## src/sv/rwtf_div_pipe.sv

```systemverilog
// Pipelined restoring divider, one quotient bit per stage, with a payload lane.
// Stand-alone; instantiated by the top level.
`timescale 1ns / 1ps

module rwtf_div_pipe #(
   parameter int unsigned DW = 25,
   parameter int unsigned VW = 24,
   parameter int unsigned PW = 8
) (
   input  logic          clock,
   input  logic          reset,
   input  logic          en,
   input  logic          in_valid,
   input  logic [DW-1:0] dividend,
   input  logic [VW-1:0] divisor,
   input  logic [PW-1:0] in_payload,
   output logic          out_valid,
   output logic [DW-1:0] quotient,
   output logic [PW-1:0] out_payload
);

   logic [VW-1:0] rem_ff  [DW];
   logic [DW-1:0] work_ff [DW];
   logic [VW-1:0] dvs_ff  [DW];
   logic [PW-1:0] pay_ff  [DW];
   logic [DW-1:0] vld_ff;

   for (genvar k = 0; k < DW; k++) begin : g_stage
      logic [VW-1:0] rem_prev;
      logic [DW-1:0] work_prev;
      logic [VW-1:0] dvs_prev;
      logic [PW-1:0] pay_prev;
      logic          vld_prev;
      logic [VW:0]   trial;
      logic          fits;
      logic [VW-1:0] rem_in;
      logic [DW-1:0] work_in;

      if (k == 0) begin : g_first
         assign rem_prev  = '0;
         assign work_prev = dividend;
         assign dvs_prev  = divisor;
         assign pay_prev  = in_payload;
         assign vld_prev  = in_valid;
      end else begin : g_next
         assign rem_prev  = rem_ff[k-1];
         assign work_prev = work_ff[k-1];
         assign dvs_prev  = dvs_ff[k-1];
         assign pay_prev  = pay_ff[k-1];
         assign vld_prev  = vld_ff[k-1];
      end

      assign trial   = {rem_prev, work_prev[DW-1]};
      assign fits    = (trial >= {1'b0, dvs_prev});
      assign rem_in  = fits ? VW'(trial - {1'b0, dvs_prev}) : trial[VW-1:0];
      assign work_in = {work_prev[DW-2:0], fits};

      always_ff @(posedge clock) begin
         if (reset) begin
            vld_ff[k] <= 1'b0;
         end else if (en) begin
            vld_ff[k] <= vld_prev;
         end
      end

      always_ff @(posedge clock) begin
         if (en) begin
            rem_ff[k]  <= rem_in;
            work_ff[k] <= work_in;
            dvs_ff[k]  <= dvs_prev;
            pay_ff[k]  <= pay_prev;
         end
      end
   end

   assign out_valid   = vld_ff[DW-1];
   assign quotient    = work_ff[DW-1];
   assign out_payload = pay_ff[DW-1];

endmodule

```

## config.mk

```make
export PLATFORM = sky130hd
export DESIGN_NAME = rwtf_div_pipe
export DESIGN_NICKNAME = d
export VERILOG_FILES = /design/src/sv/rwtf_div_pipe.sv
export SDC_FILE = /design/constraint.sdc
export NUM_CORES = 2
export LEC_CHECK = 0
export BUFFER_PORTS_ARGS = -buffer_cell sky130_fd_sc_hd__clkbuf_2
export CORE_MARGIN = 2
export CORE_UTILIZATION = 60
export DETAILED_ROUTE_END_ITERATION = 16
export MAX_ROUTING_LAYER = met4
export PLACE_DENSITY = 0.76
export REMOVE_ABC_BUFFERS = 1
export SLEW_MARGIN = 10
export SYNTH_ARGS = -nofsm -noshare
export SYNTH_HDL_FRONTEND = slang
export SYNTH_SLANG_ARGS = --single-unit
```

## constraint.sdc

```tcl
create_clock -name clock -period 7.8 [get_ports clock]
set_input_delay 1.17 -clock clock [delete_from_list [all_inputs] [get_ports clock]]
set_output_delay 1.17 -clock clock [all_outputs]
set_load 0.05 [all_outputs]
```

==> Yosys cells after proc, flatten, opt, wreduce, memory -nomap -nowiden <==
Memory sizes are Yosys's and may differ from the RTL's.
Index checks and enable logic that the tools add are counted.
{ "classes": {"addsub": 25, "n_lt_le_gt_ge": 25, "muxes": 27} }
{ "op_table": {"columns": ["op", "count"], "rows": [
  ["greater-or-equal comparator 25 x 24 -> 1 bit", 24],
  ["2-to-1 mux 24 bit", 25],
  ["subtractor 24 bit", 24],
  ["greater-or-equal comparator 1 x 24 -> 1 bit", 1],
  ["subtractor 1 x 24 -> 24 bit", 1],
  ["2-to-1 mux 1 bit", 2]
]} }
{ "word_totals": {"reg_bits": 25, "ramBits": 2025, "out_inout_bits": 34, "word_cells": 106, "mem_count": 4} }
{ "mem_list": {"columns": ["memory", "depth", "word_bits", "rd", "rd_ports_with_merged_regs", "write_ports", "line", "text"], "rows": [
  ["work_ff", 25, 25, 25, 0, 25, "23", "logic [DW-1:0] work_ff [DW];"],
  ["dvs_ff", 25, 24, 24, 0, 25, "24", "logic [VW-1:0] dvs_ff [DW];"],
  ["rem_ff", 25, 24, 24, 0, 25, "22", "logic [VW-1:0] rem_ff [DW];"],
  ["pay_ff", 25, 8, 25, 0, 25, "25", "logic [PW-1:0] pay_ff [DW];"]
]} }

==> Depth between registers and ports, before layout <==
An unclocked memory read counts as a cell.
{ "logic_depth": {"depth_word": 3, "depth_mapped": 14, "ltp_nobuf": 12} }

==> Worst setup path before layout <==
No wires, ideal clock.
{ "synth_timing": {"path_type": "register to register", "start": "memory dvs_ff[20][1] (netlist: dvs_ff[5][1])", "end": "memory rem_ff[21][16] (netlist: rem_ff[2][136]) (data pin)", "setup_ns": 0.260, "arrival_ns": 3.478, "required_time_ns": 7.540, "path_slack_ns": 4.062, "stages_incl_launch_ff": 13, "synth_period_minus_slack_ns": 3.738, "cell_sequence": "edfxtp_1 -> inv_1 -> ha_1 -> nor2b_1 -> o31a_1 -> o31a_1 -> o311a_1 -> a41o_1 -> a211o_1 -> a2111o_1 -> a311oi_4 -> buf_6 -> mux2_2"} }
{ "synth_rtl": {"columns": ["element", "line"], "rows": [
  ["start, declared", "24"],
  ["end, declared", "22"]
]} }

==> reports/qor.csv <==
metric,value,unit
die_h,404,microns
wl_met3,7770,microns
ys_types,82,
path_class,register to register,
syn_inst,7319,
synth.area.top_cells,"edfxtp_1 62%, ha_1 7.5%, mux2_2 3.7%",
hp-start,work_ff[0][176],
met1_length,77500,microns
seq_area_frac_synth,62.4,%
power.density,400,nW/um^2
grt_pass1_wl,299000,microns
hold_class,register to register,
ctsLongestPathBuffers,3,
worstPathArrival,5.11,ns
async_reset_ff_share,0,%
n_fill_cell,11300,
hpwl,137000,microns
grt_util_all_layers,23.9,%
cts_setup_buffers,0,
port_buffers,94,
wl_met2,96000,microns
cts_resized,0,
cp-end-kind,register,
rows,146,
setup_viol,0,
yosysMostFrequentCell,edfxtp_1,
gr-total-overflow,0,
rsz0062_at_grt,no,
avgSynthCellArea,13.1,sq um
yosys.area.top_type_share,61.8,%
wirelength,189000,microns
crit_path_max_fanout,25,
root_buffer,clkbuf_16,
start_util,60.5,%
startpoint_type,register,
finalNonFillerCells,9777,
pwr-share-comb,39.1,%
period_share,58.0,%
worst_slew_pin_slew,1.49,ns
drc,0,
grt_pass1_vias,56200,
required,8.38,ns
swShare,33.9,%
clk_latency,0.84,ns
grt_max_degree,191,
fmax,0.221,GHz
fin_util,66.8,%
yosys_warnings,0,
synthToLayoutAreaGrowth,10.3,%
power_frac_clock,22.8,%
synth_edf_count,1977,
synth_flop_cell,edfxtp_1,
yosys.area.top_type,edfxtp_1,
cts_tree,done,
clkSinkCount,2002,
holdWs,0.387,ns
irDropWorstVdd,0.289,mV
p_seq_share,38.1,%
routabilityCongestion,0.966,
drive_above_1_share,10.7,%
synth_common_cells,"1977 x edfxtp_1, 719 x inv_1, 578 x ha_1",
numCtsBuffers,200,
vias_per_cell,5.82,
max_cap_violations,1,
post-place-cells,9404,
slew_headroom,-0.494,%
intPower,28000,uW
die_area,163000,sq um
die-width,404,microns
p_sw,14400,uW
core,159000,sq um
maxSlewViolCount,1,
finalSetupTns,0,ns
top_layer_used,met4,
wl_per_cell,19.4,microns
fin_worst_skew,0.0323,ns
drtPass1Iterations,8,
syn_area,96000,sq um
path_clk_slew,0.06,ns
drtIter0Drc,3947,
ant_nets,0,
hold_buffers,0,
io_pins,95,
finalCriticalPeriod,4.52,ns
hold_violations,0,
final_nets,8196,
ys_ff_latch,2002,
status,"finished, violations left",
cts-htree-levels,4,
crit_start,dvs_ff[3][25],
violations,"max-capacitance violations, max-slew violations",
p_leak,0.0418,uW
grt_antenna_before_repair,2,
r2r_start,dvs_ff[3][25],
vias,56900,
==> placed cells by master, fill, tap and decap left out, drive strengths merged, types with 50 or more instances in the layout <==
master,n
edfxtp,1977
inv,730
ha,578
a21oi,462
nor2,428
o21ai,366
nand2,354
clkbuf,332
mux2,329
xnor2,240
a21o,233
xor2,166
nor3,106
nand3,103
o21a,96
nor2b,93
nand4,86
clkinv,76
nand2b,68
mux2i,60
a31oi,57
buf,52
and3,50
==> sequential cells by signal, indices dropped and copies added (netlist names) <==
name and flops:
pay_ff 200, rem_ff 576, g_stage.vld_prev 24, work_ff 625, out_valid 1, dvs_ff 576
==> final cells by class <==
| class | count | area [sq um] | area share (%) |
|---|---|---|---|
| Clock inverter | 131 | 1480 | 1.39 |
| Timing Repair Buffer | 145 | 1020 | 0.962 |
| Clock buffer | 239 | 5200 | 4.91 |
| Tap cell | 2072 | 2590 | 2.45 |
| Antenna cell | 3 | 7.51 | 0.00709 |
| Multi-Input combinational cell | 4464 | 33000 | 31.2 |
| Sequential cell | 2002 | 59900 | 56.6 |
| Inverter | 721 | 2710 | 2.56 |
==> path summary, 6_finish.rpt <==
| path | depth (start not counted) | slack [ns] | to |
|---|---|---|---|
| worst min-delay path | 0 | 0.39 | work_ff[1][2] |
| worst max-delay path | 11 | 3.28 | rem_ff[1][148] |
| worst min register to register | 0 | 0.39 | work_ff[1][2] |
| worst max register to register | 11 | 3.28 | rem_ff[1][148] |
==> stage by stage <==
step	instance area, sq um	total power [uW]	setup WS (ns)
6_report	106000	42300	3.28
5_1_grt	106000	44900	3.02
4_1_cts	106000	42400	3.24
3_5_place_dp	99200	32500	3.10
3_3_place_gp	99200	32100	3.22
2_1_floorplan	95500	28300	2.95
==> per-layer routing <==
metal	vias to the layer above	GRT usage, %
li1	27700	-
met1	27600	28.8
met2	1256	40.8
met3	397	3.20
met4	0	10.1
met5	-	-
==> worst max-delay path: stages (launching register included) <==
cell	delay (ns)
edfxtp_1	0.44
inv_1	0.09
ha_1	0.23
nor2b_1	0.14
o31ai_1	0.44
a211oi_1	0.22
o21ai_0	0.47
a31oi_1	0.15
a311oi_1	0.62
o21ai_0	0.23
a211o_1	0.75
mux2_2	0.46
==> logic make-up after synthesis <==
logic type / after synthesis / synth area share (%)
mux: 389 / 4.48
fa+ha+maj: 601 / 8.01
buf+inv: 853 / 3.36
xor+xnor: 406 / 3.70
simple gates: 1449 / 7.22
flops: 2002 / 62.4
compound gates: 1619 / 10.9
==> power groups by stage <==
stage | clock, uW | sequential [uW] | combinational, uW
after floorplan | 0 | 15800 | 12500
after global placement | 0 | 16300 | 15900
after detailed placement | 0 | 16300 | 16200
after CTS | 9910 | 16100 | 16400
after global routing | 10300 | 16300 | 18300
final | 9670 | 16100 | 16500
No activity file was read; power rests on OpenSTA's default activity.
